### src/rtl/utf8ae_pkg.sv
// shared types and codes for the utf-8 / escape sequence segmenter
package utf8ae_pkg;

  localparam int unsigned ValueW = 22;

  localparam logic [7:0] ESC_BYTE  = 8'h1B;
  localparam logic [7:0] CHR_N     = 8'h4E;
  localparam logic [7:0] CHR_O     = 8'h4F;
  localparam logic [7:0] CHR_P     = 8'h50;
  localparam logic [7:0] CHR_Q     = 8'h51;
  localparam logic [7:0] CHR_R     = 8'h52;
  localparam logic [7:0] CHR_X     = 8'h58;
  localparam logic [7:0] CHR_LBRK  = 8'h5B;
  localparam logic [7:0] CHR_BSL   = 8'h5C;
  localparam logic [7:0] CHR_RBRK  = 8'h5D;
  localparam logic [7:0] CHR_CARET = 8'h5E;
  localparam logic [7:0] CHR_UNDER = 8'h5F;

  localparam logic [3:0] KIND_CONTROL = 4'd0;
  localparam logic [3:0] KIND_UTF1    = 4'd1;
  localparam logic [3:0] KIND_ESC2    = 4'd5;
  localparam logic [3:0] KIND_SHIFT   = 4'd6;
  localparam logic [3:0] KIND_STRING  = 4'd7;
  localparam logic [3:0] KIND_SOS     = 4'd8;
  localparam logic [3:0] KIND_CSI     = 4'd9;

  localparam logic [1:0] ERR_NONE     = 2'd0;
  localparam logic [1:0] ERR_UTF8     = 2'd1;
  localparam logic [1:0] ERR_PRIVATE  = 2'd2;
  localparam logic [1:0] ERR_TRUNC    = 2'd3;

  typedef enum logic [6:0] {
    MODE_IDLE  = 7'b0000001,
    MODE_UTF   = 7'b0000010,
    MODE_ESC   = 7'b0000100,
    MODE_SHIFT = 7'b0001000,
    MODE_STR   = 7'b0010000,
    MODE_SOS   = 7'b0100000,
    MODE_CSI   = 7'b1000000
  } mode_t;

  typedef struct packed {
    mode_t              mode;
    logic [1:0]         remaining;
    logic [ValueW-1:0]  value;
    logic [2:0]         seq_len;
    logic               after_esc;
  } ctx_t;

  localparam ctx_t CTX_IDLE = '{
    mode:      MODE_IDLE,
    remaining: 2'd0,
    value:     '0,
    seq_len:   3'd0,
    after_esc: 1'b0
  };

  typedef struct packed {
    logic [7:0] in_byte;
    logic       end_of_text;
  } in_word_t;

  typedef struct packed {
    logic [7:0] out_byte;
    logic       segment_end;
    logic [3:0] segment_kind;
    logic [1:0] error_code;
  } out_word_t;

endpackage

### src/rtl/utf8ae_step.sv
// one-byte parse step: next parser context and the result word
module utf8ae_step (
  input  utf8ae_pkg::ctx_t      ctx_i,
  input  utf8ae_pkg::in_word_t  word_i,
  output utf8ae_pkg::ctx_t      ctx_o,
  output utf8ae_pkg::out_word_t word_o
);

  logic [7:0]                    b;
  logic                          eot;
  logic                          seg_end;
  logic [3:0]                    kind;
  logic [1:0]                    err;
  logic [1:0]                    rem_dec;
  logic [utf8ae_pkg::ValueW-1:0] cont_value;
  logic                          value_ok;
  logic                          str_term;
  utf8ae_pkg::ctx_t              nxt;

  assign b          = word_i.in_byte;
  assign eot        = word_i.end_of_text;
  assign rem_dec    = ctx_i.remaining - 2'd1;
  assign cont_value = {ctx_i.value[utf8ae_pkg::ValueW-7:0], b[5:0]};

  // string commands stop on anything outside backspace..cr and space..del
  assign str_term = !((b >= 8'h08 && b <= 8'h0D) || (b >= 8'h20 && b <= 8'h7F));

  always_comb begin
    unique case (ctx_i.seq_len)
      3'd2:    value_ok = cont_value >= 22'h80;
      3'd3:    value_ok = cont_value >= 22'h800 &&
                          !(cont_value >= 22'hD800 && cont_value <= 22'hDFFF);
      default: value_ok = cont_value >= 22'h10000 && cont_value < 22'h10FFFE;
    endcase
  end

  always_comb begin
    nxt     = ctx_i;
    seg_end = 1'b0;
    kind    = utf8ae_pkg::KIND_CONTROL;
    err     = utf8ae_pkg::ERR_NONE;
    unique case (ctx_i.mode)
      utf8ae_pkg::MODE_IDLE: begin
        priority if (b == utf8ae_pkg::ESC_BYTE) begin
          if (eot) begin
            seg_end = 1'b1;
            err     = utf8ae_pkg::ERR_TRUNC;
          end else begin
            nxt.mode = utf8ae_pkg::MODE_ESC;
          end
        end else if (b < 8'h20) begin
          seg_end = 1'b1;
        end else if (b < 8'h80) begin
          seg_end = 1'b1;
          kind    = utf8ae_pkg::KIND_UTF1;
        end else if (b < 8'hC2) begin
          seg_end = 1'b1;
          err     = utf8ae_pkg::ERR_UTF8;
        end else begin
          priority if (b < 8'hE0) begin
            nxt.seq_len   = 3'd2;
            nxt.remaining = 2'd1;
            nxt.value     = {{(utf8ae_pkg::ValueW-5){1'b0}}, b[4:0]};
          end else if (b < 8'hF0) begin
            nxt.seq_len   = 3'd3;
            nxt.remaining = 2'd2;
            nxt.value     = {{(utf8ae_pkg::ValueW-4){1'b0}}, b[3:0]};
          end else begin
            nxt.seq_len   = 3'd4;
            nxt.remaining = 2'd3;
            nxt.value     = {{(utf8ae_pkg::ValueW-4){1'b0}}, b[3:0]};
          end
          if (eot) begin
            seg_end = 1'b1;
            err     = utf8ae_pkg::ERR_TRUNC;
          end else begin
            nxt.mode = utf8ae_pkg::MODE_UTF;
          end
        end
      end
      utf8ae_pkg::MODE_UTF: begin
        if (b[7:6] != 2'b10) begin
          seg_end = 1'b1;
          err     = utf8ae_pkg::ERR_UTF8;
        end else begin
          nxt.value     = cont_value;
          nxt.remaining = rem_dec;
          if (rem_dec == 2'd0) begin
            seg_end = 1'b1;
            if (value_ok) kind = {1'b0, ctx_i.seq_len};
            else          err  = utf8ae_pkg::ERR_UTF8;
          end else if (eot) begin
            seg_end = 1'b1;
            err     = utf8ae_pkg::ERR_TRUNC;
          end
        end
      end
      utf8ae_pkg::MODE_ESC: begin
        priority if (b == utf8ae_pkg::CHR_N || b == utf8ae_pkg::CHR_O) begin
          if (eot) begin
            seg_end = 1'b1;
            err     = utf8ae_pkg::ERR_TRUNC;
          end else begin
            nxt.mode = utf8ae_pkg::MODE_SHIFT;
          end
        end else if (b == utf8ae_pkg::CHR_Q || b == utf8ae_pkg::CHR_R) begin
          seg_end = 1'b1;
          err     = utf8ae_pkg::ERR_PRIVATE;
        end else if (b == utf8ae_pkg::CHR_P || b == utf8ae_pkg::CHR_RBRK ||
                     b == utf8ae_pkg::CHR_CARET || b == utf8ae_pkg::CHR_UNDER) begin
          nxt.mode = utf8ae_pkg::MODE_STR;
          seg_end  = eot;
          kind     = utf8ae_pkg::KIND_STRING;
        end else if (b == utf8ae_pkg::CHR_X) begin
          nxt.mode      = utf8ae_pkg::MODE_SOS;
          nxt.after_esc = 1'b0;
          seg_end       = eot;
          kind          = utf8ae_pkg::KIND_SOS;
        end else if (b == utf8ae_pkg::CHR_LBRK) begin
          nxt.mode = utf8ae_pkg::MODE_CSI;
          seg_end  = eot;
          kind     = utf8ae_pkg::KIND_CSI;
        end else begin
          seg_end = 1'b1;
          kind    = utf8ae_pkg::KIND_ESC2;
        end
      end
      utf8ae_pkg::MODE_SHIFT: begin
        seg_end = 1'b1;
        kind    = utf8ae_pkg::KIND_SHIFT;
      end
      utf8ae_pkg::MODE_STR: begin
        seg_end = eot || str_term;
        kind    = utf8ae_pkg::KIND_STRING;
      end
      utf8ae_pkg::MODE_SOS: begin
        // closes on esc x, esc backslash or end of text
        if (eot || (ctx_i.after_esc &&
                    (b == utf8ae_pkg::CHR_X || b == utf8ae_pkg::CHR_BSL))) begin
          seg_end = 1'b1;
          kind    = utf8ae_pkg::KIND_SOS;
        end else begin
          nxt.after_esc = (b == utf8ae_pkg::ESC_BYTE);
        end
      end
      utf8ae_pkg::MODE_CSI: begin
        seg_end = eot || (b >= 8'h40 && b <= 8'h7E);
        kind    = utf8ae_pkg::KIND_CSI;
      end
      default: begin
        seg_end = 1'b1;
        err     = utf8ae_pkg::ERR_UTF8;
      end
    endcase

    // kind only means something on a clean segment end
    if (!seg_end || err != utf8ae_pkg::ERR_NONE) kind = utf8ae_pkg::KIND_CONTROL;
    if (seg_end) nxt = utf8ae_pkg::CTX_IDLE;
  end

  assign ctx_o               = nxt;
  assign word_o.out_byte     = b;
  assign word_o.segment_end  = seg_end;
  assign word_o.segment_kind = kind;
  assign word_o.error_code   = err;

endmodule

### src/rtl/utf8_ansi_escape_segmenter.sv
// top level: input register, parser context, parse step and result register
//
// Segments a terminal byte stream into control bytes, utf-8 characters and
// esc sequences. Each input word (in_word: in_byte, end_of_text) yields
// exactly one output word echoing the byte, with segment_end set on the byte
// that closes a segment, plus its kind and any error code.
// Both channels use valid/stall: a word moves on a rising edge where valid
// is high and stall is low.
// The accepting edge loads the input register; the parse step then writes the
// result register and the parser context together on an edge where the result
// register is free or out_stall is low, and out_valid rises with it. Throughput
// is one word per cycle while out_stall is low; the only loop is the context
// update through the parse step.
// When out_stall holds a result, one further word is taken into the input
// register; in_stall rises only once both registers are full.
// Reset (rst_n low, synchronous) empties both registers and returns the
// parser to idle between segments.
module utf8_ansi_escape_segmenter (
  input  logic                  clk,
  input  logic                  rst_n,
  input  logic                  in_valid,
  output logic                  in_stall,
  input  utf8ae_pkg::in_word_t  in_word,
  output logic                  out_valid,
  input  logic                  out_stall,
  output utf8ae_pkg::out_word_t out_word
);

  logic                  in_valid_r, in_valid_nxt;
  utf8ae_pkg::in_word_t  in_word_r;
  logic                  out_valid_r, out_valid_nxt;
  utf8ae_pkg::out_word_t out_word_r;
  utf8ae_pkg::ctx_t      ctx_r, ctx_nxt;
  utf8ae_pkg::out_word_t step_word;
  logic                  load_out;
  logic                  advance;
  logic                  accept;

  utf8ae_step u_step (
    .ctx_i  (ctx_r),
    .word_i (in_word_r),
    .ctx_o  (ctx_nxt),
    .word_o (step_word)
  );

  assign load_out = !out_valid_r || !out_stall;
  assign advance  = in_valid_r && load_out;
  assign in_stall = in_valid_r && !load_out;
  assign accept   = in_valid && !in_stall;

  always_comb begin
    in_valid_nxt = in_valid_r;
    if (advance) in_valid_nxt = 1'b0;
    if (accept)  in_valid_nxt = 1'b1;
    out_valid_nxt = load_out ? in_valid_r : out_valid_r;
  end

  always_ff @(posedge clk) begin
    if (!rst_n) begin
      in_valid_r  <= 1'b0;
      out_valid_r <= 1'b0;
      ctx_r       <= utf8ae_pkg::CTX_IDLE;
    end else begin
      in_valid_r  <= in_valid_nxt;
      out_valid_r <= out_valid_nxt;
      if (advance) ctx_r <= ctx_nxt;
    end
  end

  always_ff @(posedge clk) begin
    if (accept)  in_word_r  <= in_word;
    if (advance) out_word_r <= step_word;
  end

  assign out_valid = out_valid_r;
  assign out_word  = out_word_r;

  a_err_no_kind: assert property (@(posedge clk) disable iff (!rst_n)
    out_valid_r && out_word_r.error_code != utf8ae_pkg::ERR_NONE
      |-> out_word_r.segment_end && out_word_r.segment_kind == utf8ae_pkg::KIND_CONTROL)
    else $error("error word without clean segment end");

  a_open_clean: assert property (@(posedge clk) disable iff (!rst_n)
    out_valid_r && !out_word_r.segment_end
      |-> out_word_r.error_code == utf8ae_pkg::ERR_NONE &&
          out_word_r.segment_kind == utf8ae_pkg::KIND_CONTROL)
    else $error("open segment word carries kind or error");

  a_end_idle: assert property (@(posedge clk) disable iff (!rst_n)
    advance && step_word.segment_end |=> ctx_r.mode == utf8ae_pkg::MODE_IDLE)
    else $error("parser not idle after segment end");

  a_utf_pending: assert property (@(posedge clk) disable iff (!rst_n)
    ctx_r.mode == utf8ae_pkg::MODE_UTF |-> ctx_r.remaining != 2'd0)
    else $error("utf-8 mode with no bytes remaining");

  a_no_drop: assert property (@(posedge clk) disable iff (!rst_n)
    in_valid_r && !advance |=> in_valid_r && $stable(in_word_r))
    else $error("held input word lost");

endmodule
### config.mk
export PLATFORM = sky130hd
export DESIGN_NAME = utf8_ansi_escape_segmenter
export DESIGN_NICKNAME = d
export VERILOG_FILES = /design/src/rtl/utf8ae_pkg.sv /design/src/rtl/utf8ae_step.sv /design/src/rtl/utf8_ansi_escape_segmenter.sv
export SDC_FILE = /design/constraint.sdc
export NUM_CORES = 1
export LEC_CHECK = 0
export ABC_AREA = 0
export BUFFER_PORTS_ARGS = -buffer_cell sky130_fd_sc_hd__buf_2
export CORE_ASPECT_RATIO = 0.5
export CORE_MARGIN = 5
export CORE_UTILIZATION = 30
export CTS_CLUSTER_DIAMETER = 40
export DETAILED_ROUTE_END_ITERATION = 7
export GPL_TIMING_DRIVEN = 0
export PLACE_DENSITY = 0.52
export SYNTH_ARGS = -nofsm -noshare
export SYNTH_HDL_FRONTEND = slang
export SYNTH_SLANG_ARGS = --single-unit
### constraint.sdc
create_clock -name clk -period 2.3 [get_ports clk]
set_clock_uncertainty 0.1 [all_clocks]
set_input_delay 0.115 -clock clk [delete_from_list [all_inputs] [get_ports clk]]
set_output_delay 0.115 -clock clk [all_outputs]
set_load 0.005 [all_outputs]
### Word level (Yosys, flattened, before mapping)

Index checks and enable logic that the tools add are counted.

| storage, ports and cells | value |
|---|---|
| word-level logic and storage cells | 183 |
| output and inout port bits | 17 |
| register bits | 55 |
| bits of input ports | 13 |

| operators by class | value |
|---|---|
| muxes and demuxes | 67 |
| add/subtract/negate cells | 1 |
| reduce and logical (&&, ||, !) cells | 41 |
| equal/unequal tests | 44 |
| magnitude comparators | 17 |

Operator list:

| cell | number |
|---|---|
| two-way mux 34 bit | 3 |
| == test 8 x 7 -> 1 bit, second input constant | 11 |
| two-way mux 7 bit | 9 |
| two-way mux 27 bit | 2 |
| one-hot mux 24 bit (2 select lines) | 1 |
| two-way mux 4 bit | 10 |
| two-way mux 35 bit | 1 |
| less-than comparator 8 bit, second input constant | 4 |
| one-hot mux 4 bit (7 select lines) | 1 |
| inequality test 3 x 2 -> 1 bit, second input constant | 9 |
| two-way mux 26 bit | 1 |
| two-way mux 24 bit | 1 |
| >= comparator 22 x 12 -> 1 bit, second input constant | 1 |
| >= comparator 22 x 16 -> 1 bit, second input constant | 1 |
| >= comparator 22 x 17 -> 1 bit, second input constant | 1 |
| >= comparator 22 x 8 -> 1 bit, second input constant | 1 |
| <= comparator 22 x 16 -> 1 bit, second input constant | 1 |
| less-than comparator 22 x 21 -> 1 bit, second input constant | 1 |
| two-way mux 1 bit | 22 |
| inequality test 4 x 3 -> 1 bit, second input constant | 5 |
| two-way mux 2 bit | 9 |
| <= comparator 8 x 7 -> 1 bit, second input constant | 2 |
| one-hot mux 7 bit (2 select lines) | 1 |
| AND reduction 7 bit | 2 |
| 34 further kinds | 70 |

### Depth between registers and ports, before layout

Gate-level depths: netlist (run 1).

| logic depth | value |
|---|---|
| word-level depth | 11 |
| depth in mapped cells | 12 |
| mapped depth without buffers | 9 |

### Hierarchy

Synthesis (run 1) repeated with hierarchy kept, for this count alone.

| unflattened totals | value |
|---|---|
| cell total of the unflattened synthesis | 465 |
| area total of the unflattened synthesis | 4083.9 sq um |

Modules (own cells, without submodules):

| module | instances | area each (sq um) | cells an instance | seq. area each (sq um) |
|---|---|---|---|---|
| utf8_ansi_escape_segmenter | 1 | 2232.1 | 184 | 1461.4 |
| utf8ae_step | 1 | 1851.8 | 281 | 0.0 |

### Worst setup path before layout (run 1)

OpenSTA, ideal clock, no wires.

| timing | value |
|---|---|
| path kind | register -> register |
| from | register in_word_r[2] (netlist name) |
| to | register ctx_r[10] (netlist name) |
| arrival time | 2.249 ns |
| slack | -0.165 ns |
| path buffers | 3 |
| library setup time | 0.115 ns |
| stages on the path, launching flop included | 12 |
| clock period less this slack | 2.465 ns |
| data required time | 2.085 ns |
| path through | edfxtp_1 buf_2 or4_1 o211a_1 nor3_1 nor4_1 and3_1 buf_6 clkinv_8 nor3_2 buf_6 a31o_1 |

| between the ends | value |
|---|---|
| word-level cells in the longest chain between the ends | 10 |
| elaborated cells between the ends (all ways) | 62 |
| classes of those cells | order compare (10); eq/ne (17); mux (18); reduce/logical (17) |

RTL lines:

| item | RTL line | source |
|---|---|---|
| start, declared | utf8_ansi_escape_segmenter.sv:30 | `utf8ae_pkg::in_word_t in_word_r;` |
| start signal, assigned | utf8_ansi_escape_segmenter.sv:71 | `if (accept) in_word_r <= in_word;` |
| parallel branches: the longest is 10 deep, another holds less-than comparator 8 bit | - |  |
| end signal, assigned | utf8_ansi_escape_segmenter.sv:62 | `ctx_r <= utf8ae_pkg::CTX_IDLE;` |
| end signal, assigned | utf8_ansi_escape_segmenter.sv:66 | `if (advance) ctx_r <= ctx_nxt;` |
| end, declared | utf8_ansi_escape_segmenter.sv:33 | `utf8ae_pkg::ctx_t ctx_r, ctx_nxt;` |

Parallel ways; which one is timed is not known. The select of a mux whose other input is x is not followed.
A chain may end at the register's enable or synchronous reset.

### Final worst setup path (run 1)

| timing | value |
|---|---|
| from | register in_word_r[7] (netlist name) |
| to | register ctx_r[18] (netlist name) |

Same word-level chain as after synthesis.

==> metrics.cfg, run 1 <==
[power]
power_density_nw_per_um2=528.4
seqPwrFrac_pct=49.3
irDropWorstVdd_mv=0.2575
switching_share_pct=25.10
p_leak_uw=0.001608
p_comb_share_pct=16.6
intPower_uw=1622
clkPwrFrac_pct=34.1
switchingPower_uw=543.6

[detailed_routing]
vias=2733
via_per_inst=5.391
drc=0
wirelength_um=8590
drtAntennaViolNets=0
wl_per_cell_um=16.94
dr.pass1.iters=5
drtIter0Drc=335

[cts]
cts.clk_slew.worst_paths_ns=0.07
numClockSinks=55
cts_tree=yes
clk_latency_ns=0.29
cts_buffers=5
h-tree-depth=2
ctsRootBufferMaster=clkbuf_16
cts_max_path_buffers=2

[sta]
worst_pin_slew_ns=0.7580
timing.hold.ws_ns=0.1633
setup_viol=35
finalCriticalPeriod_ns=2.692
setup_ws_ns=-0.3924
clock.fmax_ghz=0.3714
grt_setup_unrepaired=true
slew_headroom_pct=49.37
finalHoldViolCount=0
post-route-period-util_pct=117.1
drv_slew=0

[global_routing]
grt_max_degree=23
grt_pass1_vias=2553
grt_usage_pct=13.66
antenna_found_initial=0
grt_pass1_wl_um=12760
grt-ovfl-total=0

[finish]
final_layout_size_suffix_gt1_share_pct=38.34
multi_input_area_um2=1664
diodes=0
fillerInstances=893
fin_nets=399
seqCellArea_um2=1345
syn2layout_area_growth_pct=44.66
final_util_pct=43.96

[run]
maxCapViolations=0

[die]
die_area_um2=11600
initial_core_util_pct=30.39
core_um2=9321
rows=25
dieWidth_um=147.4
num_io_pins=30
fp.dieH_um=78.71

[setup_path]
crit_fanout=5
worstPathRequired_ns=2.39
worstPathArrival_ns=2.78
crit_path_end_kind=flip-flop
crit_type=flip-flop to flip-flop
startpoint_type=flip-flop

[placed_design]
hpwl_um=5644
place.gp.congestion=0.8940
io_buffer_count=29

[logic_synthesis]
synth_ff_type=dfxtp_1
syn_area_um2=2833
synth-seq-area-share_pct=47.35
yosys-top-cells-count=dfxtp_1 (31), nor2_1 (28), edfxtp_1 (24), nand2_1 (24), and3_1 (18)
synth-seq-cells=55
yosysTopAreaCellShare_pct=25.44
yosys.area.top_type=edfxtp_1
synth_nets=310
synth_edf_count=24
ys_types=56
synth.area.top_cells=edfxtp_1 (25%), dfxtp_1 (22%), and3_1 (4.0%)
yosysMostFrequentCell=dfxtp_1
async_reset_ff_share_pct=0
ys_warn_count=0
postSynthAreaPerCell_um2=9.570
syn_inst=296

[status]
violations=negative setup slack
status=finished with violations

[min_path]
min_path_type=primary input to flip-flop

## layout by cell type, fill, tap and decap left out, types with 6 or more instances in the layout
master | Yosys | final
edfxtp_1 | 24 | 24
buf_4 | 0 | 37
a31o_1 | 11 | 11
nand3_1 | 10 | 7
buf_2 | 10 | 31
nor3_2 | 3 | 7
dlygate4sd3_1 | 0 | 11
a21oi_2 | 0 | 6
a22o_1 | 9 | 9
buf_6 | 4 | 18
dfxtp_1 | 31 | 28
nand4_1 | 8 | 8
nand2_1 | 24 | 22
nor2_1 | 28 | 24
and3_1 | 18 | 18
a21oi_1 | 17 | 10
## worst max-delay path: stages, from the launching register on
cell and delay [ns]:
edfxtp_1 0.50, nor4bb_4 0.22, buf_4 0.14, a41oi_2 0.20, nor2_4 0.08, or4_4 0.54
o31a_1 0.42, buf_6 0.17, a31o_1 0.21
## layer usage
| metal | part of all wire, % | wire length (µm) | up-vias | track usage [%] |
|---|---|---|---|---|
| li1 | - | - | 1304 | - |
| met1 | 48 | 4109 | 1317 | 19.03 |
| met2 | 45 | 3850 | 99 | 21.65 |
| met3 | 5.7 | 486 | 13 | 2.908 |
| met4 | 1.7 | 143 | 0 | 3.625 |
| met5 | 0 | 0 | - | 0 |
## area by class of cell
type	instances	area share, %
Clock inverter	2	0.2748
Sequential cell	55	32.82
Buffer	17	3.634
Multi-Input combinational cell	216	40.61
Tap cell	121	3.695
Timing Repair Buffer	83	14.84
Clock buffer	6	3.145
Inverter	7	0.9771
## kinds of logic after synthesis
| kind of cell | after synthesis | synth area share (%) |
|---|---|---|
| flip-flops | 55 | 47.35 |
| adder cells (fa/ha/maj) | 1 | 0.4416 |
| XOR/XNOR | 6 | 1.855 |
| AND/OR/NAND/NOR | 137 | 26.59 |
| buffers and inverters | 25 | 5.256 |
| AO/OA/AOI/OAI | 71 | 18.15 |
| multiplexers | 1 | 0.3534 |
## timing repair
action / CTS / global route
pin swaps: 17 / 17
buffers inserted: 22 / 19
gates cloned: 1 / 1
gates resized for setup: 44 / 39
hold buffers: 11 / 0
setup endpoints to repair: 36 / 36
endpoints found under the hold margin: 11 / 0
## sequential cells by signal, summed over array words and instances (netlist names)
register / flops
in_valid_r: 1
out_word: 15
ctx_r: 29
in_word_r: 9
out_valid: 1
## through the flow
stage	worst slack, ns	cells	cell area (µm²)	TNS, ns	power, µW
after floorplan	-0.1028	296	2889	-1.310	1224
final	-0.3924	507	4098	-8.672	2165
after global routing	-0.4441	507	4098	-10.92	2248
after CTS	-0.3020	488	3789	-7.459	2117
after detailed placement	-0.5407	446	3186	-11.65	1298
after global placement	-0.4947	446	3186	-11.23	1295
## path summary, 6_finish.rpt
check / depth (start not counted) / start / endpoint / slack (ns)
max: 8 / in_word_r[7]$_DFFE_PP_ / ctx_r[18]$_SDFFE_PN0P_ / -0.39
min: 3 / rst_n / ctx_r[9]$_SDFFE_PN0P_ / 0.16
max reg2reg: 8 / in_word_r[7]$_DFFE_PP_ / ctx_r[18]$_SDFFE_PN0P_ / -0.39
min reg2reg: 0 / in_word_r[6]$_DFFE_PP_ / out_word[12]$_DFFE_PP_ / 0.37
## power by group through the flow
stage / sequential, µW / combinational (µW) / clock (µW)
6_report: 1070 / 359 / 739
5_1_grt: 1070 / 380 / 799
4_1_cts: 1070 / 293 / 759
3_5_place_dp: 1090 / 208 / 0
3_3_place_gp: 1090 / 207 / 0
2_1_floorplan: 1090 / 139 / 0
No activity file was read; power rests on OpenSTA's default activity.
==> inputs of run 2 (changes only) <==
--- a/config.mk
+++ b/config.mk
@@ -5,7 +5,7 @@
 export SDC_FILE = /design/constraint.sdc
 export NUM_CORES = 1
 export LEC_CHECK = 0
-export ABC_AREA = 0
+export ABC_AREA = 1
 export BUFFER_PORTS_ARGS = -buffer_cell sky130_fd_sc_hd__buf_2
 export CORE_ASPECT_RATIO = 0.5
 export CORE_MARGIN = 5
@@ -13,7 +13,7 @@
 export CTS_CLUSTER_DIAMETER = 40
 export DETAILED_ROUTE_END_ITERATION = 7
 export GPL_TIMING_DRIVEN = 0
-export PLACE_DENSITY = 0.52
+export PLACE_DENSITY = 0.46
 export SYNTH_ARGS = -nofsm -noshare
 export SYNTH_HDL_FRONTEND = slang
 export SYNTH_SLANG_ARGS = --single-unit
==> metrics.cfg, run 2 <==
[setup_path]
rr_worst_depth=14  ; +6
worstPathRequired_ns=2.25  ; -0.14 ns
crit_chain=buf_6, buf_4, inv_1, nor2_1, nand3_1, nand2_1, nand3_1, nand2_1, nand2_2, nor2_4, buf_6, nor2_2, nand3_2, nor2_1
startpoint_type=flip-flop
max_stage_delay_ns=0.54  ; about the same
r2r_slack_ns=0.09  ; +0.49 ns
slowest_stage=edfxtp_1
reg2reg_from=in_word_r[4]$_DFFE_PP_
crit_path_end_kind=flip-flop
worstReg2RegEnd=out_word[5]$_SDFFCE_PP0P_
crit_fanout=10  ; +5
crit_type=flip-flop to flip-flop
worstPathArrival_ns=2.16  ; -0.62 ns

[sta]
finalHoldViolCount=0  ; unchanged
timing.hold.ws_ns=0.01639  ; -0.1469 ns
slew_headroom_pct=51.02  ; +1.7 points
setup_viol=0  ; -100%
finalCriticalPeriod_ns=2.205  ; -0.4869 ns
clock.fmax_ghz=0.4534  ; +22%
post-route-period-util_pct=95.89  ; -21 points
grt_setup_unrepaired=true
drv_slew=0  ; unchanged
worst_pin_slew_ns=0.7339  ; -0.02406 ns

[global_routing]
antenna_found_initial=0  ; unchanged
grt-ovfl-total=0  ; unchanged
grt_pass1_wl_um=14020  ; +9.9%
grt_pass1_vias=2676  ; +4.8%
grt_usage_pct=14.49  ; +0.83 points
grt_max_degree=18  ; -22%

[cts]
cts_buffers=5  ; unchanged
cts_max_path_buffers=2  ; unchanged
cts_tree=yes
ctsRootBufferMaster=clkbuf_16
h-tree-depth=2  ; unchanged
cts.clk_slew.worst_paths_ns=0.07  ; about the same
numClockSinks=55  ; unchanged
clk_latency_ns=0.31  ; +0.02 ns

[die]
dieWidth_um=152.4  ; +3.4%
rows=26  ; +4.0%
die_area_um2=12370  ; +6.6%
fp.dieH_um=81.19  ; +3.1%
initial_core_util_pct=30.25  ; -0.14 points
num_io_pins=30  ; unchanged
core_um2=10050  ; +7.8%

[detailed_routing]
wirelength_um=8767  ; +2.1%
drtIter0Drc=168  ; -50%
drtAntennaViolNets=0  ; unchanged
vias=2880  ; +5.4%
drc=0  ; unchanged
dr.pass1.iters=4  ; -1
via_per_inst=4.638  ; -14%
wl_per_cell_um=14.12  ; -17%

[logic_synthesis]
synth-seq-cells=55  ; unchanged
ys_warn_count=0  ; unchanged
synth-seq-area-share_pct=44.12  ; -3.2 points
postSynthAreaPerCell_um2=7.309  ; -24%
ys_types=35  ; -38%
yosys-top-cells-count=nand2_1 (94), nor2_1 (71), nand3_1 (59)
yosysTopAreaCellShare_pct=23.70  ; -1.7 points
async_reset_ff_share_pct=0  ; unchanged
synth_nets=430  ; +39%
synth_edf_count=24  ; unchanged
syn_area_um2=3040  ; +7.3%
yosys.area.top_type=edfxtp_1
syn_inst=416  ; +41%
synth.area.top_cells=edfxtp_1 (24%), dfxtp_1 (20%), nand2_1 (12%)
yosysMostFrequentCell=nand2_1
synth_ff_type=dfxtp_1

[power]
p_leak_uw=0.001662  ; +3.4%
p_total_uw=2961  ; +37%
irDropWorstVdd_mv=0.2986  ; +16%
power_density_nw_per_um2=761.6  ; +44%

[placed_design]
place.gp.congestion=0.8238  ; -7.9%
io_buffer_count=28  ; -3.4%
dpl_cell_area_um2=3356  ; +5.3%
hpwl_um=6142  ; +8.8%

[finish]
fillerInstances=1045  ; +17%
final_cell_mix=nand2_1 (90), nor2_1 (64), nand3_1 (56), inv_1 (45), dfxtp_1 (31)
regMostFlops=ctx_r
syn2layout_area_growth_pct=27.86
mostFrequentLayoutCell=nand2_1
final_layout_size_suffix_gt1_share_pct=22.45  ; -16 points
diodes=0  ; unchanged
finalInstanceArea_um2=3887  ; -5.1%
fin_nets=494  ; +24%
largest_reg_flops=29  ; unchanged

[min_path]
hold_depth=3  ; unchanged
min_path_type=primary input to flip-flop
min_to=out_valid$_SDFFE_PN0P_
worstHoldStart=out_stall

[run]
maxCapViolations=0  ; unchanged

[status]
status=finished, final reports clean

[run 2: cell types whose count changed in the layout (fill, tap and decap cells not counted), moves of 7 or more]
cell     change
a31o_1      -11
buf_6       -14
nand3_1     +49
nor2_1      +40
a21oi_1     +11
and3_1      -17
nand2_1     +68
a22o_1       -9
nor3_2       -7
nor2_2       +9
buf_4       -17
inv_1       +41
[run 2: stage by stage]
stage          setup slack [ns]  instances  TNS, ns  util, %
5_1_grt                -0.04961        621  -0.4718    38.67
3_5_place_dp            -0.1765        584   -1.586    33.38
4_1_cts                 0.02069        609        0    36.79
2_1_floorplan            0.3057        416        0        -
6_report                0.09457        621        0    38.67
3_3_place_gp            -0.1468        584   -1.223    33.38
[run 2: logic make-up after synthesis]
logic type	share of synthesized area [%]
AO/OA/AOI/OAI	6.502
adder cells (fa/ha/maj)	0.4115
buffers and inverters	8.847
flip-flops	44.12
AND/OR/NAND/NOR	40.12
[run 2: cell type report]
class	count	area (µm²)	area share, %
buffer	11	76.32	1.963
multi-input combinational	298	1523	39.17
clock inverter	3	66.31	1.706
timing repair buffer	56	379.1	9.752
tap	140	175.2	4.506
clock buffer	5	125.1	3.219
inverter	53	201.4	5.182
sequential	55	1341	34.50
[run 2: worst max path at each step]
| stage | from | to | slack [ns] | cells after the start |
|---|---|---|---|---|
| after floorplan | out_valid$_SDFFE_PN0P_ | ctx_r[27]$_SDFFE_PN0P_ | 0.31 | 10 |
| after global placement | out_valid$_SDFFE_PN0P_ | ctx_r[7]$_SDFFE_PN0P_ | -0.15 | 10 |
| after detailed placement | out_valid$_SDFFE_PN0P_ | ctx_r[7]$_SDFFE_PN0P_ | -0.18 | 10 |
| after CTS | in_word_r[4]$_DFFE_PP_ | out_word[5]$_SDFFCE_PP0P_ | 0.02 | 13 |
| after global routing | in_word_r[4]$_DFFE_PP_ | ctx_r[14]$_SDFFE_PN0P_ | -0.05 | 17 |
| final | in_word_r[4]$_DFFE_PP_ | out_word[5]$_SDFFCE_PP0P_ | 0.09 | 14 |
[run 2: timing repair]
| action | 4_1_cts | 5_1_grt |
|---|---|---|
| setup endpoints to repair | 15 | 33 |
| resized for setup | 0 | 30 |
| hold buffers | 10 | 0 |
| buffers inserted | 6 | 11 |
| cloned | 1 | 1 |
| endpoints found under the hold margin | 10 | 0 |
| pin swaps | 1 | 6 |
[run 2: where the power goes]
group	internal, µW	total, µW	leakage (µW)	switching, µW
Sequential	1110	1160	0.000483	57.6
Combinational	303	802	0.00109	499
Clock	625	994	0.0000943	369
[run 2: routing by layer]
layer	global-route usage, %	routed length [µm]	up-vias
met5	0	0	-
met4	4.395	102	0
met3	2.980	352	8
met2	23.23	3796	41
met1	19.90	4516	1350
li1	-	-	1481
[run 2: critical path, delay by kind of cell, from the launching register on]
kind	cells	cell delay, ns
buffers and inverters	4	0.49
DFF	1	0.54
and+or+nand+nor	10	0.82
==> inputs of run 3 (changes only) <==
--- a/config.mk
+++ b/config.mk
@@ -5,15 +5,16 @@
 export SDC_FILE = /design/constraint.sdc
 export NUM_CORES = 1
 export LEC_CHECK = 0
-export ABC_AREA = 1
 export BUFFER_PORTS_ARGS = -buffer_cell sky130_fd_sc_hd__buf_2
+export CELL_PAD_IN_SITES_DETAIL_PLACEMENT = 2
+export CELL_PAD_IN_SITES_GLOBAL_PLACEMENT = 2
 export CORE_ASPECT_RATIO = 0.5
 export CORE_MARGIN = 5
 export CORE_UTILIZATION = 30
 export CTS_CLUSTER_DIAMETER = 40
 export DETAILED_ROUTE_END_ITERATION = 7
 export GPL_TIMING_DRIVEN = 0
-export PLACE_DENSITY = 0.46
+export PLACE_DENSITY = 0.67
 export SYNTH_ARGS = -nofsm -noshare
 export SYNTH_HDL_FRONTEND = slang
 export SYNTH_SLANG_ARGS = --single-unit
==> metrics.cfg, run 3 (synthesized netlist as in run 1, its figures left out) <==
[status]
status=finished with violations
violations=negative setup slack

[detailed_routing]
dr.pass1.iters=4  ; unchanged
drtIter0Drc=150  ; -11%
wirelength_um=10630  ; +21%
wl_per_cell_um=21.35  ; +51%
drtAntennaViolNets=0  ; unchanged
drc=0  ; unchanged
vias=2751  ; -4.5%
via_per_inst=5.524  ; +19%

[sta]
setup_ws_ns=-0.3837  ; -0.4783 ns
post-route-period-util_pct=116.7  ; +21 points
grt_setup_unrepaired=true
clock.fmax_ghz=0.3726  ; -18%
finalCriticalPeriod_ns=2.684  ; +0.4783 ns
setup_viol=36  ; +36
worst_pin_slew_ns=0.9485  ; +0.2146 ns
drv_slew=0  ; unchanged
finalHoldViolCount=0  ; unchanged
slew_headroom_pct=36.64  ; -14 points

[finish]
fin_nets=390  ; -21%
layout.cells.non_filler=498  ; -20%
final_util_pct=42.19  ; +3.5 points
diodes=0  ; unchanged
regMostFlops=ctx_r
fillerInstances=1008  ; -3.5%
syn2layout_area_growth_pct=38.83
final_cell_mix=buf_2 (33), dfxtp_1 (31), buf_4 (29), nor2_1 (25)
final_layout_size_suffix_gt1_share_pct=34.75  ; +12 points
mostFrequentLayoutCell=buf_2
largest_reg_flops=29  ; unchanged

[setup_path]
crit_chain=or4b_4, or2_4, buf_6, o22ai_4, nor4_1, and3_1, buf_6, clkinv_8, nor3_4, buf_6, a31o_1
crit_fanout=7  ; -3
worstPathArrival_ns=2.78  ; +0.62 ns
rr_worst_depth=11  ; -3
max_stage_delay_ns=0.54  ; about the same
slowest_stage=or4b_4
worstPathRequired_ns=2.39  ; +0.14 ns
crit_type=flip-flop to flip-flop
worst-path-buf-inv=4  ; unchanged
crit_path_frequent_cell=buf_6
startpoint_type=flip-flop
crit_path_end_kind=flip-flop
reg2reg_from=ctx_r[29]$_SDFFE_PN0P_
worstSetupStartpoint=ctx_r[29]$_SDFFE_PN0P_
r2r_slack_ns=-0.38  ; -0.48 ns
cpLargestDelayFamily=simple AND/OR/NAND/NOR gates
worstReg2RegEnd=ctx_r[19]$_SDFFE_PN0P_

[global_routing]
grt-ovfl-total=0  ; unchanged
grt_pass1_wl_um=17230  ; +23%
antenna_found_initial=0  ; unchanged
grt_usage_pct=19.00  ; +4.5 points
grt_max_degree=23  ; +5
grt_pass1_vias=3023  ; +13%

[cts]
ctsRootBufferMaster=clkbuf_16
clk_latency_ns=0.30  ; about the same
cts_buffers=5  ; unchanged
cts_max_path_buffers=2  ; unchanged
cts.clk_slew.worst_paths_ns=0.08  ; about the same
h-tree-depth=2  ; unchanged
cts_tree=yes
numClockSinks=55  ; unchanged

[die]
die_area_um2=11600  ; -6.2%
rows=25  ; -3.8%
initial_core_util_pct=30.39  ; +0.14 points
fp.dieH_um=78.71  ; -3.0%
num_io_pins=30  ; unchanged
dieWidth_um=147.4  ; -3.2%
core_um2=9321  ; -7.3%

[placed_design]
io_buffer_count=29  ; +3.6%
hpwl_um=7156  ; +17%
dp_cells=446  ; -24%
place.gp.congestion=0.8494  ; +3.1%

[power]
p_total_uw=2190  ; -26%
power_density_nw_per_um2=556.8  ; -27%
p_leak_uw=0.001549  ; -6.8%
irDropWorstVdd_mv=0.2782  ; -6.8%

[min_path]
min_path_type=primary input to flip-flop
worstHoldStart=rst_n
min_to=ctx_r[9]$_SDFFE_PN0P_
hold_depth=3  ; unchanged

[run]
maxCapViolations=0  ; unchanged

-- run 3: where the power goes --
| part | leakage (µW) | internal, µW | switching [µW] |
|---|---|---|---|
| sequential | 0.000479 | 1050 | 17.6 |
| combinational | 0.00100 | 146 | 189 |
| clock | 0.0000675 | 410 | 379 |
-- run 3: per-layer routing --
metal | vias up | track usage, % | routed length, µm
met3 | 7 | 3.421 | 311
met1 | 1426 | 24.50 | 4925
met2 | 33 | 34.50 | 5320
li1 | 1285 | - | -
met4 | 0 | 2.416 | 72
met5 | - | 0 | 0
-- run 3: layout make-up --
class                      instances  area, µm²  share of cell area (%)
sequential                        55       1341                   34.11
clock buffer                       6      128.9                   3.277
clock inverter                     2      16.27                  0.4136
multi-input combinational        216       1585                   40.31
inverter                           7      40.04                   1.018
buffer                            18      147.6                   3.754
tap                              121      151.4                   3.850
timing repair buffer              73      521.8                   13.27
-- run 3: worst min-delay path, cell delays in order --
cell,delay (ns)
buf_2,0.18
and3_1,0.18
a31o_1,0.09
-- run 3: worst max-delay path by stage --
stage	to	cells after the start
after floorplan	ctx_r[10]$_SDFFE_PN0P_	8
after global placement	ctx_r[19]$_SDFFE_PN0P_	8
after detailed placement	ctx_r[16]$_SDFFE_PN0P_	8
after CTS	ctx_r[19]$_SDFFE_PN0P_	11
after global routing	ctx_r[10]$_SDFFE_PN0P_	8
final	ctx_r[19]$_SDFFE_PN0P_	11
-- run 3: repair_timing --
| item | 4_1_cts | 5_1_grt |
|---|---|---|
| endpoints found under the setup margin | 36 | 36 |
| pin swaps | 15 | 2 |
| setup buffers | 28 | 3 |
| resized for setup | 47 | 12 |
| endpoints found under the hold margin | 11 | 0 |
| gates cloned | 2 | 0 |
| hold buffers | 11 | 0 |
-- run 3: metrics by stage --
stage	hold slack (ns)	worst slack, ns	instance area [µm²]	TNS, ns
global placement	0.1909	-0.6165	3186	-13.63
CTS	0.1916	-0.3431	3865	-9.251
floorplan	0.1139	-0.1028	2889	-1.310
global route	0.1967	-0.4767	3933	-14.13
finish	0.2032	-0.3837	3933	-10.63
detailed placement	0.1938	-0.6439	3186	-15.14
